File: config.mk
export PLATFORM = sky130hd
export DESIGN_NAME = proximity_track_table
export DESIGN_NICKNAME = d
export VERILOG_FILES = /design/src/rtl/ptt_pkg.sv /design/src/rtl/ptt_entry_ram.sv /design/src/rtl/ptt_eval.sv /design/src/rtl/proximity_track_table.sv
export SDC_FILE = /design/constraint.sdc
export NUM_CORES = 2
export LEC_CHECK = 0
export BUFFER_PORTS_ARGS = -buffer_cell sky130_fd_sc_hd__buf_2
export CAP_MARGIN = 15
export CORE_MARGIN = 2
export CORE_UTILIZATION = 40
export DETAILED_ROUTE_END_ITERATION = 12
export HOLD_SLACK_MARGIN = 0.05
export PLACE_DENSITY = 0.56
export RECOVER_POWER = 25
export SLEW_MARGIN = 20
export SYNTH_ARGS = -nofsm -noshare
export SYNTH_HDL_FRONTEND = slang
export SYNTH_MEMORY_MAX_BITS = 65536
export SYNTH_SLANG_ARGS = --single-unit
File: constraint.sdc
create_clock -name clock -period 7.5 [get_ports clock]
set_input_delay 0.75 -clock clock [delete_from_list [all_inputs] [get_ports clock]]
set_output_delay 0.75 -clock clock [all_outputs]
set_load 0.01 [all_outputs]
File: src/rtl/ptt_pkg.sv
`default_nettype none

package ptt_pkg;

   // Field widths
   localparam int COORD_W    = 10;
   localparam int CLASS_W    = 4;
   localparam int STAMP_W    = 12;
   localparam int SQ_W       = 2 * COORD_W;
   localparam int DSQ_W      = SQ_W + 1;
   localparam int CSR_IDX_W  = 2;
   localparam int CSR_DATA_W = 12;

   // Operation codes
   localparam logic [1:0] OP_TICK   = 2'd0;
   localparam logic [1:0] OP_DETECT = 2'd1;
   localparam logic [1:0] OP_LOOKUP = 2'd2;

   // Register indexes
   localparam logic [CSR_IDX_W-1:0] CSR_MATCH_DISTANCE = 2'd0;
   localparam logic [CSR_IDX_W-1:0] CSR_RECENT_FRAMES  = 2'd1;
   localparam logic [CSR_IDX_W-1:0] CSR_WRAP_LIMIT     = 2'd2;

   // Register reset values
   localparam logic [SQ_W-1:0]    RST_RADIUS_SQ     = 20'd2500;
   localparam logic [STAMP_W-1:0] RST_RECENT_FRAMES = 12'd30;
   localparam logic [STAMP_W-1:0] RST_WRAP_LIMIT    = 12'd1000;

   typedef struct packed {
      logic [1:0]         op;
      logic [COORD_W-1:0] pos_x;
      logic [COORD_W-1:0] pos_y;
      logic [CLASS_W-1:0] obj_type;
   } req_data_type;

   typedef struct packed {
      logic               already_seen;
      logic [CLASS_W-1:0] nearest_class;
   } rsp_data_type;

   typedef struct packed {
      logic [COORD_W-1:0] x;
      logic [COORD_W-1:0] y;
      logic [CLASS_W-1:0] cls;
      logic [STAMP_W-1:0] stamp;
   } entry_type;

   // Per-entry verdict from the evaluation pipeline
   typedef struct packed {
      logic               vld;
      logic               empty;
      logic               cls_eq;
      logic               eligible;
      logic               in_range;
      logic [DSQ_W-1:0]   dsq;
      logic [CLASS_W-1:0] cls;
   } eval_out_type;

endpackage

`default_nettype wire

File: src/rtl/ptt_entry_ram.sv
`default_nettype none

module ptt_entry_ram #(
   parameter int DEPTH = 128,
   parameter int AW    = 7
) (
   input  wire logic               clock,
   input  wire logic               wr_en,
   input  wire logic [AW-1:0]      wr_addr,
   input  wire ptt_pkg::entry_type wr_data,
   input  wire logic               rd_en,
   input  wire logic [AW-1:0]      rd_addr,
   output ptt_pkg::entry_type      rd_data
);
   import ptt_pkg::*;

   entry_type mem_ff [DEPTH];
   entry_type rd_data_ff;

   // Write port
   always_ff @(posedge clock) begin
      if (wr_en) begin
         mem_ff[wr_addr] <= wr_data;
      end
   end

   // Registered read port
   always_ff @(posedge clock) begin
      if (rd_en) begin
         rd_data_ff <= mem_ff[rd_addr];
      end
   end

   assign rd_data = rd_data_ff;

endmodule

`default_nettype wire

File: src/rtl/ptt_eval.sv
`default_nettype none

module ptt_eval #(
   parameter int IDX_W = 7
) (
   input  wire logic                          clock,
   input  wire logic                          reset,
   input  wire logic                          in_vld,
   input  wire logic [IDX_W-1:0]              in_idx,
   input  wire ptt_pkg::entry_type            in_entry,
   input  wire ptt_pkg::req_data_type         item,
   input  wire logic [ptt_pkg::STAMP_W-1:0]   frame_count,
   input  wire logic [ptt_pkg::STAMP_W-1:0]   recent_frames,
   input  wire logic [ptt_pkg::SQ_W-1:0]      radius_sq,
   output ptt_pkg::eval_out_type              res,
   output logic [IDX_W-1:0]                   res_idx,
   output logic                               busy
);
   import ptt_pkg::*;

   logic               a_vld_ff, a_vld_in;
   logic [IDX_W-1:0]   a_idx_ff;
   logic [COORD_W-1:0] a_dx_ff, a_dx_in;
   logic [COORD_W-1:0] a_dy_ff, a_dy_in;
   logic               a_empty_ff, a_empty_in;
   logic               a_cls_eq_ff, a_cls_eq_in;
   logic               a_elig_ff, a_elig_in;
   logic [CLASS_W-1:0] a_cls_ff;

   logic               b_vld_ff;
   logic [IDX_W-1:0]   b_idx_ff;
   logic [SQ_W-1:0]    b_dx2_ff, b_dx2_in;
   logic [SQ_W-1:0]    b_dy2_ff, b_dy2_in;
   logic               b_empty_ff, b_cls_eq_ff, b_elig_ff;
   logic [CLASS_W-1:0] b_cls_ff;

   logic [DSQ_W-1:0]   dsq;

   // Stage A: absolute differences and entry flags
   always_comb begin
      a_vld_in    = in_vld;
      a_dx_in     = (in_entry.x > item.pos_x) ? in_entry.x - item.pos_x
                                              : item.pos_x - in_entry.x;
      a_dy_in     = (in_entry.y > item.pos_y) ? in_entry.y - item.pos_y
                                              : item.pos_y - in_entry.y;
      a_empty_in  = (in_entry.x == '0) && (in_entry.y == '0);
      a_cls_eq_in = (in_entry.cls == item.obj_type);
      // stamped after the counter (wrapped) or still recent
      a_elig_in   = (in_entry.stamp > frame_count) ||
                    ((frame_count - in_entry.stamp) < recent_frames);
   end

   // Stage B: squares
   always_comb begin
      b_dx2_in = SQ_W'(a_dx_ff) * SQ_W'(a_dx_ff);
      b_dy2_in = SQ_W'(a_dy_ff) * SQ_W'(a_dy_ff);
   end

   always_ff @(posedge clock) begin
      if (reset) begin
         a_vld_ff <= 1'b0;
         b_vld_ff <= 1'b0;
      end else begin
         a_vld_ff <= a_vld_in;
         b_vld_ff <= a_vld_ff;
      end
      a_idx_ff    <= in_idx;
      a_dx_ff     <= a_dx_in;
      a_dy_ff     <= a_dy_in;
      a_empty_ff  <= a_empty_in;
      a_cls_eq_ff <= a_cls_eq_in;
      a_elig_ff   <= a_elig_in;
      a_cls_ff    <= in_entry.cls;
      b_idx_ff    <= a_idx_ff;
      b_dx2_ff    <= b_dx2_in;
      b_dy2_ff    <= b_dy2_in;
      b_empty_ff  <= a_empty_ff;
      b_cls_eq_ff <= a_cls_eq_ff;
      b_elig_ff   <= a_elig_ff;
      b_cls_ff    <= a_cls_ff;
   end

   // Sum of squares against the squared radius
   assign dsq = {1'b0, b_dx2_ff} + {1'b0, b_dy2_ff};

   always_comb begin
      res.vld      = b_vld_ff;
      res.empty    = b_empty_ff;
      res.cls_eq   = b_cls_eq_ff;
      res.eligible = b_elig_ff;
      res.in_range = (dsq <= {1'b0, radius_sq});
      res.dsq      = dsq;
      res.cls      = b_cls_ff;
   end

   assign res_idx = b_idx_ff;
   assign busy    = a_vld_ff | b_vld_ff;

endmodule

`default_nettype wire

File: src/rtl/proximity_track_table.sv
// Proximity track table. After reset the block runs a clearing pass, one
// entry per cycle, with req_stall high; register writes are taken during
// that pass. A tick or an unused op code goes to the finish state, which
// puts its result in the rsp register once that register is free. A detect
// or lookup op reads the entry memory through its single read port, one
// entry per cycle in index order, and feeds a three-stage compare pipeline
// (read, differences, squares); a detect then writes at most one entry. The
// scan, pipeline drain, detect write and finish states lie between
// acceptance and the result. One item is worked on at a time; the block
// returns to idle as a result enters the rsp register, where it waits while
// the next item is accepted. csr_ready is always high; registers are to be
// written only while the block is idle; the block itself does not enforce
// this.
`default_nettype none

module proximity_track_table #(
   parameter int TABLE_ENTRIES = 128
) (
   input  wire logic                             clock,
   input  wire logic                             reset,
   input  wire logic                             req_valid,
   output logic                                  req_stall,
   input  wire ptt_pkg::req_data_type            req_data,
   output logic                                  rsp_valid,
   input  wire logic                             rsp_stall,
   output ptt_pkg::rsp_data_type                 rsp_data,
   input  wire logic                             csr_valid,
   output logic                                  csr_ready,
   input  wire logic [ptt_pkg::CSR_IDX_W-1:0]    csr_index,
   input  wire logic [ptt_pkg::CSR_DATA_W-1:0]   csr_wdata
);
   import ptt_pkg::*;

   localparam int IDX_W = (TABLE_ENTRIES > 1) ? $clog2(TABLE_ENTRIES) : 1;
   localparam int CNT_W = $clog2(TABLE_ENTRIES + 1);
   localparam logic [CNT_W-1:0] LAST_CNT = CNT_W'(TABLE_ENTRIES - 1);

   typedef enum logic [2:0] {
      ST_CLEAR,
      ST_IDLE,
      ST_SCAN,
      ST_DRAIN,
      ST_WRITE,
      ST_FINISH
   } state_type;

   state_type          state_ff, state_in;
   logic [CNT_W-1:0]   cnt_ff, cnt_in;
   req_data_type       item_ff, item_in;
   logic [STAMP_W-1:0] fc_ff, fc_in;
   logic [SQ_W-1:0]    r2_ff, r2_in;
   logic [STAMP_W-1:0] recent_ff, recent_in;
   logic [STAMP_W-1:0] wrap_ff, wrap_in;
   logic               rd_vld_ff;
   logic [IDX_W-1:0]   rd_idx_ff;
   logic               found_ff, found_in;
   logic [IDX_W-1:0]   found_idx_ff, found_idx_in;
   logic               empty_found_ff, empty_found_in;
   logic [IDX_W-1:0]   empty_idx_ff, empty_idx_in;
   logic [DSQ_W-1:0]   best_ff, best_in;
   logic [CLASS_W-1:0] best_cls_ff, best_cls_in;
   logic               res_seen_ff, res_seen_in;
   logic [CLASS_W-1:0] res_cls_ff, res_cls_in;
   logic               rsp_valid_ff, rsp_valid_in;
   rsp_data_type       rsp_data_ff, rsp_data_in;

   logic               rd_en;
   logic [IDX_W-1:0]   rd_addr;
   entry_type          rd_data;
   logic               wr_en;
   logic [IDX_W-1:0]   wr_addr;
   entry_type          wr_data;
   eval_out_type       ev;
   logic [IDX_W-1:0]   ev_idx;
   logic               ev_busy;
   logic [STAMP_W:0]   fc_next;

   // Entry memory
   ptt_entry_ram #(
      .DEPTH (TABLE_ENTRIES),
      .AW    (IDX_W)
   ) u_ram (
      .clock   (clock),
      .wr_en   (wr_en),
      .wr_addr (wr_addr),
      .wr_data (wr_data),
      .rd_en   (rd_en),
      .rd_addr (rd_addr),
      .rd_data (rd_data)
   );

   // Compare pipeline
   ptt_eval #(
      .IDX_W (IDX_W)
   ) u_eval (
      .clock         (clock),
      .reset         (reset),
      .in_vld        (rd_vld_ff),
      .in_idx        (rd_idx_ff),
      .in_entry      (rd_data),
      .item          (item_ff),
      .frame_count   (fc_ff),
      .recent_frames (recent_ff),
      .radius_sq     (r2_ff),
      .res           (ev),
      .res_idx       (ev_idx),
      .busy          (ev_busy)
   );

   // Memory ports: clearing pass or detect write-back
   always_comb begin
      rd_en   = (state_ff == ST_SCAN);
      rd_addr = cnt_ff[IDX_W-1:0];
      if (state_ff == ST_CLEAR) begin
         wr_en   = 1'b1;
         wr_addr = cnt_ff[IDX_W-1:0];
         wr_data = '0;
      end else begin
         wr_en         = (state_ff == ST_WRITE) && (found_ff || empty_found_ff);
         wr_addr       = found_ff ? found_idx_ff : empty_idx_ff;
         wr_data.x     = item_ff.pos_x;
         wr_data.y     = item_ff.pos_y;
         wr_data.cls   = item_ff.obj_type;
         wr_data.stamp = fc_ff;
      end
   end

   // Frame counter advance
   assign fc_next = {1'b0, fc_ff} + 1'b1;

   // Next-state logic
   always_comb begin
      state_in       = state_ff;
      cnt_in         = cnt_ff;
      item_in        = item_ff;
      fc_in          = fc_ff;
      r2_in          = r2_ff;
      recent_in      = recent_ff;
      wrap_in        = wrap_ff;
      found_in       = found_ff;
      found_idx_in   = found_idx_ff;
      empty_found_in = empty_found_ff;
      empty_idx_in   = empty_idx_ff;
      best_in        = best_ff;
      best_cls_in    = best_cls_ff;
      res_seen_in    = res_seen_ff;
      res_cls_in     = res_cls_ff;
      rsp_valid_in   = rsp_valid_ff;
      rsp_data_in    = rsp_data_ff;

      // result register drains
      if (rsp_valid_ff && !rsp_stall) begin
         rsp_valid_in = 1'b0;
      end

      // register writes
      if (csr_valid) begin
         case (csr_index)
            CSR_MATCH_DISTANCE: r2_in = SQ_W'(csr_wdata[COORD_W-1:0]) *
                                        SQ_W'(csr_wdata[COORD_W-1:0]);
            CSR_RECENT_FRAMES:  recent_in = csr_wdata[STAMP_W-1:0];
            CSR_WRAP_LIMIT:     wrap_in   = csr_wdata[STAMP_W-1:0];
            default: ;
         endcase
      end

      // per-entry verdicts
      if (ev.vld) begin
         if (item_ff.op == OP_DETECT) begin
            if (!found_ff && !ev.empty && ev.cls_eq && ev.in_range && ev.eligible) begin
               found_in     = 1'b1;
               found_idx_in = ev_idx;
            end
            if (ev.empty && !empty_found_ff) begin
               empty_found_in = 1'b1;
               empty_idx_in   = ev_idx;
            end
         end else begin
            // nearest entry; strict compare keeps the lowest index on ties
            if (!ev.empty && ev.in_range && (!found_ff || (ev.dsq < best_ff))) begin
               found_in    = 1'b1;
               best_in     = ev.dsq;
               best_cls_in = ev.cls;
            end
         end
      end

      case (state_ff)
         ST_CLEAR: begin
            cnt_in = cnt_ff + 1'b1;
            if (cnt_ff == LAST_CNT) begin
               cnt_in   = '0;
               state_in = ST_IDLE;
            end
         end
         ST_IDLE: begin
            if (req_valid) begin
               item_in     = req_data;
               res_seen_in = 1'b0;
               res_cls_in  = '0;
               case (req_data.op)
                  OP_TICK: begin
                     fc_in    = (fc_next > {1'b0, wrap_ff}) ? '0 : fc_next[STAMP_W-1:0];
                     state_in = ST_FINISH;
                  end
                  OP_DETECT, OP_LOOKUP: begin
                     cnt_in         = '0;
                     found_in       = 1'b0;
                     empty_found_in = 1'b0;
                     best_cls_in    = '0;
                     state_in       = ST_SCAN;
                  end
                  default: state_in = ST_FINISH;
               endcase
            end
         end
         ST_SCAN: begin
            cnt_in = cnt_ff + 1'b1;
            if (cnt_ff == LAST_CNT) begin
               state_in = ST_DRAIN;
            end
         end
         ST_DRAIN: begin
            if (!rd_vld_ff && !ev_busy) begin
               if (item_ff.op == OP_DETECT) begin
                  state_in = ST_WRITE;
               end else begin
                  res_cls_in = best_cls_ff;
                  state_in   = ST_FINISH;
               end
            end
         end
         ST_WRITE: begin
            res_seen_in = found_ff;
            state_in    = ST_FINISH;
         end
         ST_FINISH: begin
            if (!rsp_valid_ff || !rsp_stall) begin
               rsp_valid_in              = 1'b1;
               rsp_data_in.already_seen  = res_seen_ff;
               rsp_data_in.nearest_class = res_cls_ff;
               state_in                  = ST_IDLE;
            end
         end
         default: state_in = ST_IDLE;
      endcase
   end

   // State, counters and registered outputs
   always_ff @(posedge clock) begin
      if (reset) begin
         state_ff       <= ST_CLEAR;
         cnt_ff         <= '0;
         fc_ff          <= '0;
         r2_ff          <= RST_RADIUS_SQ;
         recent_ff      <= RST_RECENT_FRAMES;
         wrap_ff        <= RST_WRAP_LIMIT;
         rd_vld_ff      <= 1'b0;
         found_ff       <= 1'b0;
         empty_found_ff <= 1'b0;
         rsp_valid_ff   <= 1'b0;
      end else begin
         state_ff       <= state_in;
         cnt_ff         <= cnt_in;
         fc_ff          <= fc_in;
         r2_ff          <= r2_in;
         recent_ff      <= recent_in;
         wrap_ff        <= wrap_in;
         rd_vld_ff      <= rd_en;
         found_ff       <= found_in;
         empty_found_ff <= empty_found_in;
         rsp_valid_ff   <= rsp_valid_in;
      end
      item_ff      <= item_in;
      rd_idx_ff    <= rd_addr;
      found_idx_ff <= found_idx_in;
      empty_idx_ff <= empty_idx_in;
      best_ff      <= best_in;
      best_cls_ff  <= best_cls_in;
      res_seen_ff  <= res_seen_in;
      res_cls_ff   <= res_cls_in;
      rsp_data_ff  <= rsp_data_in;
   end

   assign req_stall = (state_ff != ST_IDLE);
   assign rsp_valid = rsp_valid_ff;
   assign rsp_data  = rsp_data_ff;
   assign csr_ready = 1'b1;

endmodule

`default_nettype wire

After elaboration in Yosys (flattened, before gate mapping)
Memory sizes are Yosys's and may differ from the RTL's. A register that Yosys moved wholly into a read port is not among the register bits. Cells that the tools add are included.

Register bits: 243. Bits in writable memories: 4608. Bits of input ports: 45. Output and inout bits: 8. Word-level logic and storage cells: 173. Memories kept: 1.

Memory list: u_ram.mem_ff (words 128, width 36, rd ports 1, clocked after memory_dff 1, write ports 1, line ptt_entry_ram.sv:17) `entry_type mem_ff [DEPTH];`.

Add/subtract/negate cells: 8. Multiply operators: 3. Magnitude comparators: 7. Equality and inequality tests: 20. Multiplexer cells: 49. Bitwise operators: 2. Reduce and logical (&&, ||, !) cells: 44.

Operators with widths (count): 10-bit by 10-bit multiplier with 20-bit output (3); 10-bit subtractor (4); 36-bit 2-to-1 mux (1); 4-bit 2-to-1 mux (9); 8-bit 2-to-1 mux (3); 8-bit one-hot mux with 3 select lines (1); 20-bit by 20-bit adder with 21-bit output (1); 21-bit by 20-bit <= comparator with 1-bit output (1); 21-bit < comparator (1); 1-bit 2-to-1 mux (21); 10-bit greater-than comparator (2); 10-bit zero test (2); 10-bit 2-to-1 mux (2); 3-bit 2-to-1 mux (6); 3-bit one-hot mux with 6 select lines (1); 3-bit AND reduction (5); 7-bit 2-to-1 mux (2); 12-bit by 1-bit adder with 13-bit output (second input constant) (1); 13-bit by 12-bit greater-than comparator with 1-bit output (1); 12-bit greater-than comparator (1); 12-bit < comparator (1); 12-bit 2-to-1 mux (1); 2-bit AND reduction (6); 12-bit subtractor (1); other kinds (25) (56).

Longest topological paths before layout
Depth after elaboration: 11. Depth in mapped cells: 22.

Modules after synthesis
A second synthesis with hierarchy kept.

Cell total of the unflattened synthesis: 8881. Area total of the unflattened synthesis: 196355.8 um^2.

Modules (own cells, without submodules): ptt_entry_ram (instances 1, cells an instance 6715, area an instance 176045.1 um^2, seq. area each 139453.7 um^2); ptt_eval (instances 1, cells an instance 1201, area an instance 10890.4 um^2, seq. area each 1761.7 um^2); proximity_track_table (instances 1, cells an instance 965, area an instance 9420.3 um^2, seq. area each 3753.6 um^2).

Worst setup path after synthesis
Ideal clock, no wire load.

Path kind: input -> register. Start point: input port csr_wdata[4] (netlist bit). End point: register r2_ff[19]. Library setup time: 0.132 ns. Arrival time: 5.260 ns. Setup slack: 2.108 ns. Cell stages on the path: 21. Path buffers: 1. Cells stage by stage: clkbuf_1 and2_1 fa_1 inv_1 fa_1 inv_1 ha_1 inv_1 fa_1 inv_1 fa_1 ha_1 a21oi_1 nor2_1 o31ai_1 a21oi_1 o21ai_0 o2111ai_1 a21oi_1 xnor2_1 a21oi_1.

Cells in the longest elaborated chain, start to end: 1.

RTL lines: from (decl) (line proximity_track_table.sv:30) `input wire logic [ptt_pkg::CSR_DATA_W-1:0] csr_wdata`; 10-bit by 10-bit multiplier with 20-bit output (line proximity_track_table.sv:159) `CSR_MATCH_DISTANCE: r2_in = SQ_W'(csr_wdata[COORD_W-1:0]) *`; to (signal assigned) (line proximity_track_table.sv:266) `r2_ff <= r2_in;`; to (decl) (line proximity_track_table.sv:51) `logic [SQ_W-1:0] r2_ff, r2_in;`.

Every way passes these cells. A chain may end at the register's enable or synchronous reset.

Worst setup path in the final report
Start point: register cnt_ff[2]. End point: memory u_ram.mem_ff[70][13] (netlist bit), enable pin.

Cells in the longest elaborated chain, start to end: 1.

RTL lines: from (decl) (line proximity_track_table.sv:48) `logic [CNT_W-1:0] cnt_ff, cnt_in;`; from (signal assigned) (line proximity_track_table.sv:264) `cnt_ff <= cnt_in;`; 7-bit 2-to-1 mux (line proximity_track_table.sv:114) `if (state_ff == ST_CLEAR) begin`; to (decl) (line ptt_entry_ram.sv:17).

Every way passes these cells.

==> results.txt <==
----------------------------------------------------
[Run status]
  Run status ... finished, violations left
  Violated checks ... capacitance limit, slew limit

[Placement]
  Weighted congestion at the end of routability-driven global placement ... approximately 0.83
  Half-perimeter wire length after detailed placement ... between 200000 and 300000 um
  PortBufs ... 51
  Count of placed standard cells including taps ... approximately 15k

[Pwr]
  Logic gate share of total power ... a little under a third
  Cell Pwr Density ... approximately 370 nW/um2
  Leak pwr ... between 60 and 70 nW
  Part of the power in registers ... about 39%
  Clock network power share ... 29.1%
  P_sw ... 25.43 mW
  Final Total Pwr ... around 81 mW
  Internal Pwr Total ... between 50 and 60 mW
  Worst vdd ir ... just over 1000 uV
  Switching share of total power ... between 30% and 40%

[Synthesis]
  Leading area contributor after synthesis ... sky130_fd_sc_hd__edfxtp_1
  Yosys warns ... 0
  Share of Yosys cell area claimed by the top area cell type ... between 70 and 80%
  Flop and latch count out of synthesis ... 4884
  Gate Count Post-Synth ... between 8k and 9k
  Dominant register cell in the synthesized netlist ... sky130_fd_sc_hd__edfxtp_1
  Post-synth net total ... 9315
  Number of enable flip-flop cells after synthesis ... about 4.7k
  Proportion of synthesized chip area in sequential cells ... approximately three quarters
  Synth Cell Area ... between 150000 and 200000 um2
  Largest cells by area after synthesis ... sky130_fd_sc_hd__edfxtp_1 72%, sky130_fd_sc_hd__mux4_2 17%, sky130_fd_sc_hd__ha_1 1.8%
  Post-Synthesis Mean Instance Area ... between 20 and 25 um2
  Synth async-reset ratio ... 0%
  Count of distinct cell types in the synthesized netlist ... 74

[Layout]
  Number of nets in the layout ... between 9k and 10k
  Share of final-layout standard cells stronger than drive strength 1 ... 27.48%
  Most common cell after layout, fill and taps aside ... sky130_fd_sc_hd__edfxtp_1
  Commonest cells after routing, fill and taps aside ... 4715 x sky130_fd_sc_hd__edfxtp_1, 1511 x sky130_fd_sc_hd__mux4_2, 477 x sky130_fd_sc_hd__clkbuf_16
  Post-layout utilization of the core ... ~45%
  Area growth from synthesis to layout ... 13.12%
  Final std cells w/o fill ... about 16k

[Global routing]
  Overall Global Routing Usage ... approximately 20%
  Global-route congestion overflow total ... 0
  Number of global-route vias before repair ... approximately 95k
  First-pass GRT wire length ... between 700000 and 800000 um
  Largest net degree at the start of global routing ... about 130
  Initial antenna violation count ... between 50 and 60

[Flow run]
  Number of max-cap violations ... 50

[Critical path]
  Type of destination of the critical path ... register
  Critical path required time ... slightly above 8 ns
  CP arrival ... approximately 7 ns
  Largest fanout on the critical path ... 24
  Critical path launch point type ... register
  CP Cell Sequence ... a21oi_1 -> nor2_1 -> nand3_2 -> nor2_4 -> buf_4
  Kind of cell with the highest combined delay on the critical path ... simple AND/OR/NAND/NOR gates
  Class of the most critical setup path ... register to register
  Levels on crit path ... 5
  Maximum single-stage delay on the critical path ... between 2 and 2.5 ns
  Bufs and invs on worst path ... 1
  Critical path's slowest cell ... sky130_fd_sc_hd__dfxtp_1
  Count of cells along the worst register-to-register path ... 5

[Die]
  Initial Utilization ... about two fifths
  Number of rows in the core area ... ~260
  Die span in y ... approximately 700 um
  Die area ... 495400 um2
  Floorplan die width ... a little over 700 um
  # IOs ... 53
  Core footprint ... a little under 500000 um2

[CTS]
  Root buffer cell ... sky130_fd_sc_hd__clkbuf_16
  Number of clock sinks ... ~4.9k
  Maximum clock insertion buffer count ... 4
  Count of instances resized after the clock tree is built ... 0
  Clk slew on worst S/H paths ... 0.06 ns
  Clk Latency, worst-skew pair ... between 1 and 1.5 ns
  Number of buffers created by CTS ... about 470
  CTS H-Tree Depth ... 5
  Clock tree from TritonCTS ... yes

[Routing]
  Number of nets still failing antenna checks after routing ... 0
  Total Wirelength ... ~500000 um
  Remaining routing DRC violations ... 0
  WL/cell ... between 30 and 40 um
  Detailed router's first-iteration violation count ... 10.95k
  Vias per cell ... between 5 and 6
  First-pass DRT Iterations ... 5
  Via count ... just over 90k

[Timing]
  Post-route worst hold slack ... ~0.15 ns
  Max-slew violation count ... around 3k
  Setup repair after global routing missed its margin ... no
  Maximum achievable frequency ... around 150 MHz
  Number of failing setup endpoints in the final timing report ... 0
  Worst clock skew ... around 0.046 ns
  Portion of the clock cycle consumed by the worst path in the final layout ... around 87%
  Final worst path period need ... ~6.5 ns
  Normalized max-slew margin ... -160.9%
  Slew at the pin closest to its max-slew limit ... 3.913 ns
  Number of hold violations in the final report ... 0
  Setup TNS after final layout ... 0 ns

[Worst hold path]
  Hold crit path type ... primary input to register
  Number of cells on the worst hold path ... 3

----------------------------------------------------
==> synthesized netlist by cell type, types with 72 or more instances <==
library cell	number
sky130_fd_sc_hd__and2_1	82
sky130_fd_sc_hd__buf_2	111
sky130_fd_sc_hd__mux4_2	1511
sky130_fd_sc_hd__edfxtp_1	4715
sky130_fd_sc_hd__nor2_1	251
sky130_fd_sc_hd__xnor2_1	72
sky130_fd_sc_hd__clkbuf_1	249
sky130_fd_sc_hd__inv_1	335
sky130_fd_sc_hd__dfxtp_1	169
sky130_fd_sc_hd__nand2_1	201
sky130_fd_sc_hd__a21oi_1	103
sky130_fd_sc_hd__ha_1	280
sky130_fd_sc_hd__fa_1	143
==> worst paths after layout <==
path	to	slack, ns	startpoint
min reg2reg	u_eval.b_elig_ff$_DFF_P_	0.33	u_eval.a_elig_ff$_DFF_P_
min	recent_ff[8]$_SDFFE_PP0P_	0.15	csr_wdata[8]
max	u_ram.mem_ff[70][13]$_DFFE_PP_	0.99	cnt_ff[2]$_SDFFE_PP0P_
max reg2reg	u_ram.mem_ff[70][13]$_DFFE_PP_	0.99	cnt_ff[2]$_SDFFE_PP0P_
==> timing repair <==
item	in CTS	in global routing
setup buffers	0	0
hold endpoints to repair	37	0
hold buffers	35	0
==> through the flow <==
step	instance area (um2)	setup WS (ns)
2_1_floorplan	195900	2.108
4_1_cts	221900	2.034
3_3_place_gp	206300	1.426
3_5_place_dp	206300	1.525
5_1_grt	221600	0.9589
6_report	221600	0.9874
==> cell type report <==
cell class	instances	area, um2
sequential	4884	145000
tap	6475	8102
timing repair buffer	367	2845
multi-input combinational	3215	49010
antenna	55	137.6
clock inverter	299	2908
inverter	337	1272
clock buffer	575	12350
fill	40590	267200
==> state kept, by name (all words and copies together), names as in the netlist, 10 cells and up <==
signal / flops
r2_ff: 19
wrap_ff: 12
u_ram.mem_ff: 4608
recent_ff: 12
u_eval.a_dy_ff: 10
u_eval.b_dy2_ff: 19
u_eval.a_dx_ff: 10
u_eval.b_dx2_ff: 19
best_ff: 21
fc_ff: 12
u_ram.rd_data: 36
item_ff: 26
==> tightest hold or removal path, stage by stage <==
cell	delay [ns]
sky130_fd_sc_hd__buf_2	0.18
sky130_fd_sc_hd__nand2_1	0.09
sky130_fd_sc_hd__a21oi_1	0.06
==> per-layer routing <==
layer	vias to the layer above	track usage (%)	share of wire, %
met5	-	0	0
met4	0	5.188	2.6
met3	626	2.939	6.7
met2	3322	32.54	48
met1	50660	28.48	42
li1	37720	-	-
==> power groups by stage <==
stage          Clock (mW)  Sequential, mW  Combinational, mW
2_1_floorplan           0            32.2               18.1
3_3_place_gp            0            32.4               25.6
3_5_place_dp            0            32.4               25.9
4_1_cts              24.0            31.8               26.0
5_1_grt              25.0            32.0               28.3
6_report             23.6            31.9               25.6
==> logic make-up (layout without fill, tap and decap cells) <==
group           count (synthesis)  in the layout  synth area share [%]
other cells                     1             56              0.001914
mux                          1585           1585                 17.78
flops                        4884           4884                 74.00
xor+xnor                      119            119                0.5320
fa+ha+maj                     423            423                 3.249
simple gates                  746            746                 1.785
buf+inv                       748           1578                 1.512
compound gates                341            341                 1.146
(Power assumes the default switching activity.)
